### src/hw/rtl/prfc_pkg.sv
// Shared types, constants and the CRC-16/ARC byte function for the framer.
// No dependencies; imported by every framer module.
package prfc_pkg;

    // Frame layout
    localparam int FRAME_LEN    = 22;
    localparam int BODY_LEN     = 20;   // header through alert byte
    localparam int BODY_IDX_W   = $clog2(BODY_LEN);
    localparam int POS_W        = $clog2(FRAME_LEN);
    localparam int CRC_FIRST    = 2;
    localparam int CRC_DATA_LEN = 18;
    localparam int CRC_SPAN_DEF = 31;

    localparam logic [7:0]  HEADER_BYTE  = 8'h58;   // 'X'
    localparam logic [7:0]  MSG_ID_RESET = 8'd7;
    localparam logic [15:0] CRC_POLY     = 16'hA001;

    // Fixed-point scaling
    localparam int LAT_MULT  = 1000000;
    localparam int ALT_MULT  = 100;
    localparam int LAT_SHIFT = 23;
    localparam int ALT_SHIFT = 16;
    localparam int EPH_MAX   = 255;
    localparam int MULT_W    = $clog2(LAT_MULT + 1);
    localparam int PROD_W    = 32 + MULT_W;

    // Frame queue between front and back
    localparam int Q_DEPTH = 2;
    localparam int Q_PTR_W = (Q_DEPTH > 1) ? $clog2(Q_DEPTH) : 1;
    localparam int Q_CNT_W = $clog2(Q_DEPTH + 1);

    typedef logic [BODY_LEN-1:0][7:0] t_body;

    typedef struct packed {
        logic        [7:0]  fleet_id;
        logic        [7:0]  aircraft_id;
        logic signed [31:0] latitude_deg;
        logic signed [31:0] longitude_deg;
        logic signed [31:0] altitude_m;
        logic        [7:0]  vehicle_status;
        logic        [7:0]  gps_fix;
        logic        [7:0]  satellite_count;
        logic        [15:0] horizontal_error;
        logic        [15:0] battery_volts;
        logic        [7:0]  alert_code;
    } t_report;

    typedef enum logic [2:0] {
        FS_IDLE,
        FS_LAT,
        FS_LON,
        FS_ALT,
        FS_PUSH
    } t_front_state;

    // One byte of reflected CRC-16 (poly 0xA001)
    function automatic logic [15:0] crc_byte(input logic [15:0] crc, input logic [7:0] b);
        logic [15:0] c;
        c = crc ^ {8'd0, b};
        for (int i = 0; i < 8; i++) begin
            if (c[0]) begin
                c = (c >> 1) ^ CRC_POLY;
            end else begin
                c = c >> 1;
            end
        end
        return c;
    endfunction

endpackage

### src/hw/rtl/prfc_fifo.sv
// Small frame queue that decouples the front end from the back end.
// Depends on prfc_pkg.
module prfc_fifo (
    input  logic          i_clk,
    input  logic          i_rst_n,
    input  logic          i_wr,
    input  prfc_pkg::t_body i_wr_data,
    output logic          o_full,
    input  logic          i_rd,
    output prfc_pkg::t_body o_rd_data,
    output logic          o_empty
);
    import prfc_pkg::*;

    t_body               r_mem [Q_DEPTH];
    logic [Q_PTR_W-1:0]  r_wr_ptr;
    logic [Q_PTR_W-1:0]  r_rd_ptr;
    logic [Q_CNT_W-1:0]  r_count;
    logic                w_wr;
    logic                w_rd;

    assign o_full    = (r_count == Q_CNT_W'(Q_DEPTH));
    assign o_empty   = (r_count == '0);
    assign w_wr      = i_wr && !o_full;
    assign w_rd      = i_rd && !o_empty;
    assign o_rd_data = r_mem[r_rd_ptr];

    // Entry storage
    always_ff @(posedge i_clk) begin
        if (w_wr) begin
            r_mem[r_wr_ptr] <= i_wr_data;
        end
    end

    // Pointers and fill count
    always_ff @(posedge i_clk) begin
        if (!i_rst_n) begin
            r_wr_ptr <= '0;
            r_rd_ptr <= '0;
            r_count  <= '0;
        end else begin
            if (w_wr) begin
                r_wr_ptr <= (r_wr_ptr == Q_PTR_W'(Q_DEPTH - 1)) ? '0 : r_wr_ptr + 1'b1;
            end
            if (w_rd) begin
                r_rd_ptr <= (r_rd_ptr == Q_PTR_W'(Q_DEPTH - 1)) ? '0 : r_rd_ptr + 1'b1;
            end
            if (w_wr && !w_rd) begin
                r_count <= r_count + 1'b1;
            end else if (w_rd && !w_wr) begin
                r_count <= r_count - 1'b1;
            end
        end
    end

endmodule

### src/hw/rtl/prfc_front.sv
// Front end: takes a report, scales position fields with one shared
// multiplier, and queues the 20-byte frame body. Depends on prfc_pkg.
module prfc_front (
    input  logic              i_clk,
    input  logic              i_rst_n,
    input  logic              i_cfg_wr,
    input  logic [7:0]        i_cfg_data,
    input  logic              i_push,
    output logic              o_full,
    input  prfc_pkg::t_report i_report,
    output logic              o_q_wr,
    output prfc_pkg::t_body   o_q_data,
    input  logic              i_q_full
);
    import prfc_pkg::*;

    t_front_state        r_state;
    t_front_state        n_state;
    t_report             r_rep;
    logic [7:0]          r_message_id;
    logic [PROD_W-1:0]   r_prod;
    logic                r_prod_neg;
    logic [31:0]         r_lat;
    logic [31:0]         r_lon;

    logic [31:0]         w_raw;
    logic [31:0]         w_mag;
    logic [MULT_W-1:0]   w_mult;
    logic [PROD_W-1:0]   w_prod;
    logic [PROD_W-1:0]   w_shifted;
    logic [31:0]         w_scaled;
    logic [19:0]         w_eph_x10;
    logic [19:0]         w_bat_x10;
    logic [7:0]          w_eph;

    // Message id register
    always_ff @(posedge i_clk) begin
        if (!i_rst_n) begin
            r_message_id <= MSG_ID_RESET;
        end else if (i_cfg_wr) begin
            r_message_id <= i_cfg_data;
        end
    end

    // Next state
    always_comb begin
        n_state = r_state;
        unique case (r_state)
            FS_IDLE: if (i_push) n_state = FS_LAT;
            FS_LAT:  n_state = FS_LON;
            FS_LON:  n_state = FS_ALT;
            FS_ALT:  n_state = FS_PUSH;
            FS_PUSH: if (!i_q_full) n_state = FS_IDLE;
            default: n_state = FS_IDLE;
        endcase
    end

    // State outputs
    always_comb begin
        o_full = 1'b1;
        o_q_wr = 1'b0;
        unique case (r_state)
            FS_IDLE: o_full = 1'b0;
            FS_PUSH: o_q_wr = !i_q_full;
            default: ;
        endcase
    end

    always_ff @(posedge i_clk) begin
        if (!i_rst_n) begin
            r_state <= FS_IDLE;
        end else begin
            r_state <= n_state;
        end
    end

    // Multiplier operand select: magnitude times scale constant
    always_comb begin
        case (r_state)
            FS_LON:  w_raw = r_rep.longitude_deg;
            FS_ALT:  w_raw = r_rep.altitude_m;
            default: w_raw = r_rep.latitude_deg;
        endcase
        w_mult = (r_state == FS_ALT) ? MULT_W'(ALT_MULT) : MULT_W'(LAT_MULT);
        w_mag  = w_raw[31] ? (~w_raw + 32'd1) : w_raw;
        w_prod = w_mag * w_mult;
    end

    // Truncate the previous product toward zero and restore the sign
    always_comb begin
        w_shifted = (r_state == FS_PUSH) ? (r_prod >> ALT_SHIFT) : (r_prod >> LAT_SHIFT);
        w_scaled  = r_prod_neg ? (32'd0 - w_shifted[31:0]) : w_shifted[31:0];
    end

    // Report capture and multiply sequence
    always_ff @(posedge i_clk) begin
        if (r_state == FS_IDLE && i_push) begin
            r_rep <= i_report;
        end
        if (r_state == FS_LAT || r_state == FS_LON || r_state == FS_ALT) begin
            r_prod     <= w_prod;
            r_prod_neg <= w_raw[31];
        end
        if (r_state == FS_LON) begin
            r_lat <= w_scaled;
        end
        if (r_state == FS_ALT) begin
            r_lon <= w_scaled;
        end
    end

    // Tenths: x*10 >> 8, eph clamped to one byte
    always_comb begin
        w_eph_x10 = ({4'd0, r_rep.horizontal_error} << 3) + ({4'd0, r_rep.horizontal_error} << 1);
        w_bat_x10 = ({4'd0, r_rep.battery_volts} << 3) + ({4'd0, r_rep.battery_volts} << 1);
        w_eph     = (w_eph_x10[19:8] > 12'(EPH_MAX)) ? 8'(EPH_MAX) : w_eph_x10[15:8];
    end

    // Frame body, little-endian multi-byte fields
    always_comb begin
        o_q_data      = '0;
        o_q_data[0]   = HEADER_BYTE;
        o_q_data[1]   = r_message_id;
        o_q_data[2]   = r_rep.fleet_id;
        o_q_data[3]   = r_rep.aircraft_id;
        o_q_data[4]   = r_lat[7:0];
        o_q_data[5]   = r_lat[15:8];
        o_q_data[6]   = r_lat[23:16];
        o_q_data[7]   = r_lat[31:24];
        o_q_data[8]   = r_lon[7:0];
        o_q_data[9]   = r_lon[15:8];
        o_q_data[10]  = r_lon[23:16];
        o_q_data[11]  = r_lon[31:24];
        o_q_data[12]  = w_scaled[7:0];
        o_q_data[13]  = w_scaled[15:8];
        o_q_data[14]  = r_rep.vehicle_status;
        o_q_data[15]  = r_rep.gps_fix;
        o_q_data[16]  = r_rep.satellite_count;
        o_q_data[17]  = w_eph;
        o_q_data[18]  = w_bat_x10[15:8];
        o_q_data[19]  = r_rep.alert_code;
    end

endmodule

### src/hw/rtl/prfc_back.sv
// Back end: byte-serial CRC-16/ARC over body bytes 2..19 plus zero padding,
// and the byte emitter with its output register. Depends on prfc_pkg.
module prfc_back #(
    parameter int CRC_SPAN = prfc_pkg::CRC_SPAN_DEF
) (
    input  logic            i_clk,
    input  logic            i_rst_n,
    input  logic            i_q_empty,
    output logic            o_q_rd,
    input  prfc_pkg::t_body i_q_data,
    output logic            o_empty,
    input  logic            i_pop,
    output logic [7:0]      o_frame_byte,
    output logic            o_frame_last
);
    import prfc_pkg::*;

    localparam int CNT_W = $clog2(CRC_SPAN + 1);

    t_body                r_body;
    logic                 r_busy;
    logic [POS_W-1:0]     r_pos;
    logic [CNT_W-1:0]     r_cnt;
    logic [15:0]          r_crc;
    logic                 r_out_valid;
    logic [7:0]           r_out_byte;
    logic                 r_out_last;

    logic                 w_crc_done;
    logic [BODY_IDX_W-1:0] w_crc_idx;
    logic [7:0]           w_crc_in;
    logic                 w_emit;
    logic [7:0]           w_byte;
    logic                 w_last;

    assign o_q_rd       = !r_busy && !i_q_empty;
    assign o_empty      = !r_out_valid;
    assign o_frame_byte = r_out_byte;
    assign o_frame_last = r_out_last;

    // CRC input: body bytes from offset two, then zeros
    always_comb begin
        w_crc_done = (r_cnt == CNT_W'(CRC_SPAN));
        w_crc_idx  = BODY_IDX_W'(CRC_FIRST) + r_cnt[BODY_IDX_W-1:0];
        w_crc_in   = (r_cnt < CNT_W'(CRC_DATA_LEN)) ? r_body[w_crc_idx] : 8'd0;
    end

    // Byte select for the emitter; CRC bytes wait for the CRC to finish
    always_comb begin
        if (r_pos < POS_W'(BODY_LEN)) begin
            w_byte = r_body[r_pos[BODY_IDX_W-1:0]];
        end else if (r_pos == POS_W'(BODY_LEN)) begin
            w_byte = r_crc[7:0];
        end else begin
            w_byte = r_crc[15:8];
        end
        w_last = (r_pos == POS_W'(FRAME_LEN - 1));
        w_emit = r_busy && (!r_out_valid || i_pop)
                 && ((r_pos < POS_W'(BODY_LEN)) || w_crc_done);
    end

    // Frame load, CRC steps and emit position
    always_ff @(posedge i_clk) begin
        if (!i_rst_n) begin
            r_busy <= 1'b0;
            r_pos  <= '0;
            r_cnt  <= '0;
            r_crc  <= '0;
        end else if (o_q_rd) begin
            r_busy <= 1'b1;
            r_pos  <= '0;
            r_cnt  <= '0;
            r_crc  <= '0;
        end else begin
            if (r_busy && !w_crc_done) begin
                r_crc <= crc_byte(r_crc, w_crc_in);
                r_cnt <= r_cnt + 1'b1;
            end
            if (w_emit) begin
                r_pos <= w_last ? '0 : r_pos + 1'b1;
                if (w_last) begin
                    r_busy <= 1'b0;
                end
            end
        end
    end

    always_ff @(posedge i_clk) begin
        if (o_q_rd) begin
            r_body <= i_q_data;
        end
    end

    // Output register
    always_ff @(posedge i_clk) begin
        if (!i_rst_n) begin
            r_out_valid <= 1'b0;
        end else if (w_emit) begin
            r_out_valid <= 1'b1;
        end else if (i_pop) begin
            r_out_valid <= 1'b0;
        end
    end

    always_ff @(posedge i_clk) begin
        if (w_emit) begin
            r_out_byte <= w_byte;
            r_out_last <= w_last;
        end
    end

endmodule

### src/hw/rtl/position_report_framer_crc16_top.sv
// Position report framer top level: front end, frame queue, back end.
// Depends on prfc_pkg, prfc_front, prfc_fifo and prfc_back.
//
//  channel   | handshake            | payload
//  ----------+----------------------+---------------------------------------
//  report in | push / full          | i_fleet_id .. i_alert_code
//  frame out | empty / pop          | o_frame_byte, o_frame_last
//  config    | cfg_valid/cfg_ready  | i_cfg_data (message id)
//
// The front end steps a report through capture, three shared multiplies and
// a queue write that waits while the queue is full; two bodies can wait
// in the queue behind it. In the back end the CRC unit folds one byte per
// cycle over CRC_SPAN bytes: body bytes 2..19, then zero padding.
// Bytes 0..19 go out while the CRC runs; the two CRC bytes follow it.
// Reset is synchronous and active low; pop held low stalls the back end,
// which in turn fills the queue and raises full.
module position_report_framer_crc16_top #(
    parameter int CRC_SPAN = prfc_pkg::CRC_SPAN_DEF
) (
    input  logic        i_clk,
    input  logic        i_rst_n,
    input  logic        cfg_valid,
    output logic        cfg_ready,
    input  logic [7:0]  i_cfg_data,
    input  logic        push,
    output logic        full,
    input  logic [7:0]  i_fleet_id,
    input  logic [7:0]  i_aircraft_id,
    input  logic signed [31:0] i_latitude_deg,
    input  logic signed [31:0] i_longitude_deg,
    input  logic signed [31:0] i_altitude_m,
    input  logic [7:0]  i_vehicle_status,
    input  logic [7:0]  i_gps_fix,
    input  logic [7:0]  i_satellite_count,
    input  logic [15:0] i_horizontal_error,
    input  logic [15:0] i_battery_volts,
    input  logic [7:0]  i_alert_code,
    output logic        empty,
    input  logic        pop,
    output logic [7:0]  o_frame_byte,
    output logic        o_frame_last
);
    import prfc_pkg::*;

    t_report w_report;
    t_body   w_wr_body;
    t_body   w_rd_body;
    logic    w_q_wr;
    logic    w_q_full;
    logic    w_q_rd;
    logic    w_q_empty;

    // Register writes are always taken
    assign cfg_ready = 1'b1;

    // Gather the report fields
    always_comb begin
        w_report.fleet_id         = i_fleet_id;
        w_report.aircraft_id      = i_aircraft_id;
        w_report.latitude_deg     = i_latitude_deg;
        w_report.longitude_deg    = i_longitude_deg;
        w_report.altitude_m       = i_altitude_m;
        w_report.vehicle_status   = i_vehicle_status;
        w_report.gps_fix          = i_gps_fix;
        w_report.satellite_count  = i_satellite_count;
        w_report.horizontal_error = i_horizontal_error;
        w_report.battery_volts    = i_battery_volts;
        w_report.alert_code       = i_alert_code;
    end

    prfc_front u_front (
        .i_clk      (i_clk),
        .i_rst_n    (i_rst_n),
        .i_cfg_wr   (cfg_valid && cfg_ready),
        .i_cfg_data (i_cfg_data),
        .i_push     (push),
        .o_full     (full),
        .i_report   (w_report),
        .o_q_wr     (w_q_wr),
        .o_q_data   (w_wr_body),
        .i_q_full   (w_q_full)
    );

    prfc_fifo u_fifo (
        .i_clk     (i_clk),
        .i_rst_n   (i_rst_n),
        .i_wr      (w_q_wr),
        .i_wr_data (w_wr_body),
        .o_full    (w_q_full),
        .i_rd      (w_q_rd),
        .o_rd_data (w_rd_body),
        .o_empty   (w_q_empty)
    );

    prfc_back #(
        .CRC_SPAN (CRC_SPAN)
    ) u_back (
        .i_clk        (i_clk),
        .i_rst_n      (i_rst_n),
        .i_q_empty    (w_q_empty),
        .o_q_rd       (w_q_rd),
        .i_q_data     (w_rd_body),
        .o_empty      (empty),
        .i_pop        (pop),
        .o_frame_byte (o_frame_byte),
        .o_frame_last (o_frame_last)
    );

endmodule

### config.mk
export PLATFORM = sky130hd
export DESIGN_NAME = position_report_framer_crc16_top
export DESIGN_NICKNAME = d
export VERILOG_FILES = /design/src/hw/rtl/prfc_pkg.sv /design/src/hw/rtl/prfc_fifo.sv /design/src/hw/rtl/prfc_front.sv /design/src/hw/rtl/prfc_back.sv /design/src/hw/rtl/position_report_framer_crc16_top.sv
export SDC_FILE = /design/constraint.sdc
export NUM_CORES = 2
export LEC_CHECK = 0
export ABC_AREA = 1
export BUFFER_PORTS_ARGS = -buffer_cell sky130_fd_sc_hd__buf_4
export CORE_ASPECT_RATIO = 1.5
export CORE_UTILIZATION = 55
export DETAILED_ROUTE_END_ITERATION = 8
export HOLD_SLACK_MARGIN = 0.15
export PLACE_DENSITY = 0.72
export SETUP_SLACK_MARGIN = 0.5
export SLEW_MARGIN = 0
export SYNTH_ARGS = -nofsm -noshare
export SYNTH_HDL_FRONTEND = slang
export SYNTH_SLANG_ARGS = --single-unit
### constraint.sdc
create_clock -name i_clk -period 31.6 [get_ports i_clk]
set_clock_uncertainty 0.1 [all_clocks]
set_input_delay 1.58 -clock i_clk [delete_from_list [all_inputs] [get_ports i_clk]]
set_output_delay 1.58 -clock i_clk [all_outputs]
set_load 0.005 [all_outputs]
==> impl_metrics.py <==
metrics = {
    "status": {
        "outcome": "complete, but fails checks",
        "violations": "DRC",
    },
    "timing": {
        "rsz0062_at_grt": "no",
        "hold_viol": 0,
        "setup_viol": 0,
        "tns_ps": 0,
        "min_period_ps": 10220,
        "relSlewSlack_pct": 20.4,
        "maxSlewViolCount": 0,
        "finalCritPeriodShare_pct": 32.3,
        "fmax_ghz": 0.0978,
        "tightestPinTransition_ps": 1180,
    },
    "clocking": {
        "ctsHoldBuffers": 0,
        "cts_setup_buffers": 0,
        "clock_path_buffers": 3,
        "htreeDepth": 3,
        "ctsResizeCount": 0,
        "cts_root_buf": "clkbuf_16",
        "cts_made_buffers": 73,
        "cts_tree": "done",
        "cts_sinks": 784,
        "path_clk_slew_ps": 60,
        "clk_latency_ps": 650,
    },
    "synthesis": {
        "synth_compound_area_share_pct": 6.98,
        "syn_area_per_cell_um2": 10.6,
        "ys_warn_count": 0,
        "synth_xor_area_share_pct": 2.38,
        "synthAdderAreaFrac_pct": 18.3,
        "syn_nets": 4901,
        "ys_seq_area_share_pct": 52.3,
        "synthSimpleGateAreaFrac_pct": 14.0,
        "yosysUniqueCellTypes": 66,
        "postSynthCellCount": 4175,
        "synth.top_cell.area_share_pct": 50.4,
        "synth_mux_area_share_pct": 0.159,
        "syn_area_mm2": 0.0442,
        "synth_top_family_by_area": "adder cells",
        "yosysTopAreaCell": "edfxtp_1",
        "synthTopCellsByArea": "edfxtp_1, ha_1, nand2_1",
        "ys_ff_latch": 784,
    },
    "floorplanning": {
        "rows": 126,
        "die_width_um": 233,
        "die_area_mm2": 0.0815,
        "core_region_area_mm2": 0.0791,
        "initial_core_util_pct": 55.8,
        "io_pins": 201,
        "die_h_um": 349,
    },
    "job": {
        "maxCapViolCount": 0,
    },
    "final_layout": {
        "area_growth_pct": 11.3,
        "drive_above_1_share_pct": 9.37,
        "nNetsFinal": 5088,
        "antenna_cells": 0,
    },
    "grt": {
        "grt_usage_pct": 25.3,
        "antenna_found_initial": 0,
        "grt_pass1_vias": 30075,
        "grt_max_degree": 143,
        "grt_overflow": 0,
        "grt_pass1_wl_um": 158000,
    },
    "hold_path": {
        "min-delay-start": "u_front.r_lat[16]$_DFFE_PN_",
        "worstHoldEndpoint": "u_fifo.r_mem[0][40]$_DFFE_PP_",
        "hold_class": "reg2reg",
        "holdPathStages": 0,
    },
    "setup_path": {
        "crit_top_cell": "fa_1",
        "r2r_start": "u_front.r_state[2]$_SDFFE_PN0P_",
        "ff2ff_path_depth": 35,
        "critPathLaunchType": "register",
        "crit_arrival_ps": 10460,
        "worstPathRequired_ps": 31840,
        "r2r_end": "u_front.r_prod[47]$_DFFE_PP_",
        "slowest_stage": "clkinv_2",
        "end_kind": "register",
        "r2r_slack_ps": 21380,
        "crit_path_max_incr_delay_ps": 690,
        "cp_max_fo": 44,
        "path_class": "reg2reg",
    },
    "routing": {
        "first_pass_iters": 9,
        "wl_per_cell_um": 18.8,
        "wl_um": 102000,
        "ant_nets": 0,
        "vias": 29628,
        "drtIter0Drc": 1961,
        "routed_via_density": 5.44,
        "drcViolationCount": 27,
    },
    "place": {
        "gp_congestion": 1.00,
        "hpwl_um": 76000,
        "io_buffers": 198,
    },
}
[state kept, by name, indices dropped and copies added, names as in the netlist, 2 cells and up]
register	flops
u_front.r_message_id	8
u_back.r_body	152
u_front.r_lon	32
u_front.r_rep	127
u_front.r_state	3
u_front.r_prod	36
u_fifo.r_mem	304
u_back.r_pos	5
u_back.r_cnt	5
u_fifo.r_count	2
u_front.r_lat	32
u_front.o_q_data	48
u_back.r_crc	16
u_back.o_frame_byte	8
[cells in the mapped netlist (all sizes together)]
master,n
xnor2,22
conb,1
nor4,7
o21a,18
o22ai,2
nor3,24
o21bai,7
fa,180
edfxtp,741
a21boi,2
o2111a,1
inv,559
clkbuf,80
nand2,1031
and3,4
dfxtp,43
o31ai,6
buf,37
a22o,1
o21ai,203
a2111oi,1
o22a,5
ha,357
or2,18
a21o,6
nand3b,3
clkinv,4
a21oi,181
a221oi,3
o221a,1
nand3,138
a31o,1
mux2i,7
a41oi,1
a31oi,16
nand4,19
xor2,97
o221ai,27
nor2,278
o2111ai,3
a211oi,3
o211ai,19
a22oi,14
a311oi,4
[per-stage QoR]
step	cell area (µm²)	util, %	setup WS (ps)	hold slack, ps	cells
2_1_floorplan	44200	-	21560	320	4175
3_3_place_gp	46700	59.1	21560	322	5311
3_5_place_dp	46700	59.1	21460	329	5311
4_1_cts	49200	62.2	21420	323	5444
5_1_grt	49200	62.2	20810	327	5444
6_report	49200	62.2	21380	318	5444
[critical path: cells and delay by family (launching register included)]
| family | cells | cell delay, ps |
|---|---|---|
| fa+ha+maj | 8 | 3880 |
| buf+inv | 8 | 1780 |
| flops | 1 | 420 |
| simple gates | 12 | 2200 |
| compound gates | 5 | 940 |
| xor+xnor | 2 | 570 |
[placed cells by master, fill, tap and decap left out, types with 6 or more instances in the layout]
| master | instances |
|---|---|
| nor2_1 | 257 |
| o221ai_1 | 27 |
| o21ai_2 | 9 |
| nor2_2 | 16 |
| clkinv_1 | 13 |
| dfxtp_1 | 40 |
| o21a_1 | 18 |
| inv_2 | 8 |
| nor4_1 | 6 |
| o211ai_1 | 19 |
| o21ai_0 | 185 |
| edfxtp_1 | 741 |
| fa_1 | 180 |
| or2_2 | 14 |
| nand2_1 | 1026 |
| a22oi_1 | 14 |
| ha_1 | 357 |
| clkbuf_1 | 18 |
| nand3_1 | 135 |
| o21ai_1 | 9 |
| bufinv_16 | 9 |
| xor2_1 | 96 |
| a21oi_1 | 179 |
| a21o_1 | 6 |
| buf_4 | 227 |
| nor3_1 | 22 |
| clkinv_2 | 13 |
| xnor2_1 | 22 |
| nand4_1 | 17 |
| clkbuf_16 | 73 |
| mux2i_1 | 7 |
| a31oi_1 | 16 |
| inv_1 | 549 |
| o21bai_1 | 7 |
[worst max path at each step]
stage	startpoint	end	depth (start not counted)
finish	u_front.r_state[2]$_SDFFE_PN0P_	u_front.r_prod[47]$_DFFE_PP_	35
global route	u_front.r_state[2]$_SDFFE_PN0P_	u_front.r_prod[47]$_DFFE_PP_	35
CTS	u_front.r_state[2]$_SDFFE_PN0P_	u_front.r_prod[47]$_DFFE_PP_	35
detailed placement	u_front.r_state[2]$_SDFFE_PN0P_	u_front.r_prod[47]$_DFFE_PP_	35
global placement	u_front.r_state[2]$_SDFFE_PN0P_	u_front.r_prod[47]$_DFFE_PP_	35
floorplan	u_fifo.r_count[0]$_SDFFE_PN0P_	u_back.r_cnt[2]$_SDFFE_PP0P_	6
[logic make-up after synthesis]
group           count (synthesis)
flops                         784
fa+ha+maj                     537
xor+xnor                      119
compound gates                525
other cells                     1
simple gates                 1522
buf+inv                       680
mux                             7
[metal layers]
metal | GRT usage (%) | vias up | routed length (µm)
li1 | - | 14347 | -
met3 | 3.09 | 315 | 3920
met1 | 25.8 | 14140 | 36000
met5 | 0 | - | 0
met2 | 47.8 | 826 | 55400
met4 | 16.5 | 0 | 7050
[final cells by class]
cell class	instances	area, µm²
Clock inverter	42	567
Fill cell	6258	29900
Timing Repair Buffer	229	1740
Multi-Input combinational cell	2711	18500
Inverter	563	2120
Sequential cell	784	23100
Tap cell	1024	1280
Clock buffer	91	1890
Power is not shown: default switching activity piles up to over one toggle a cycle in this logic, so the estimate is an artifact.
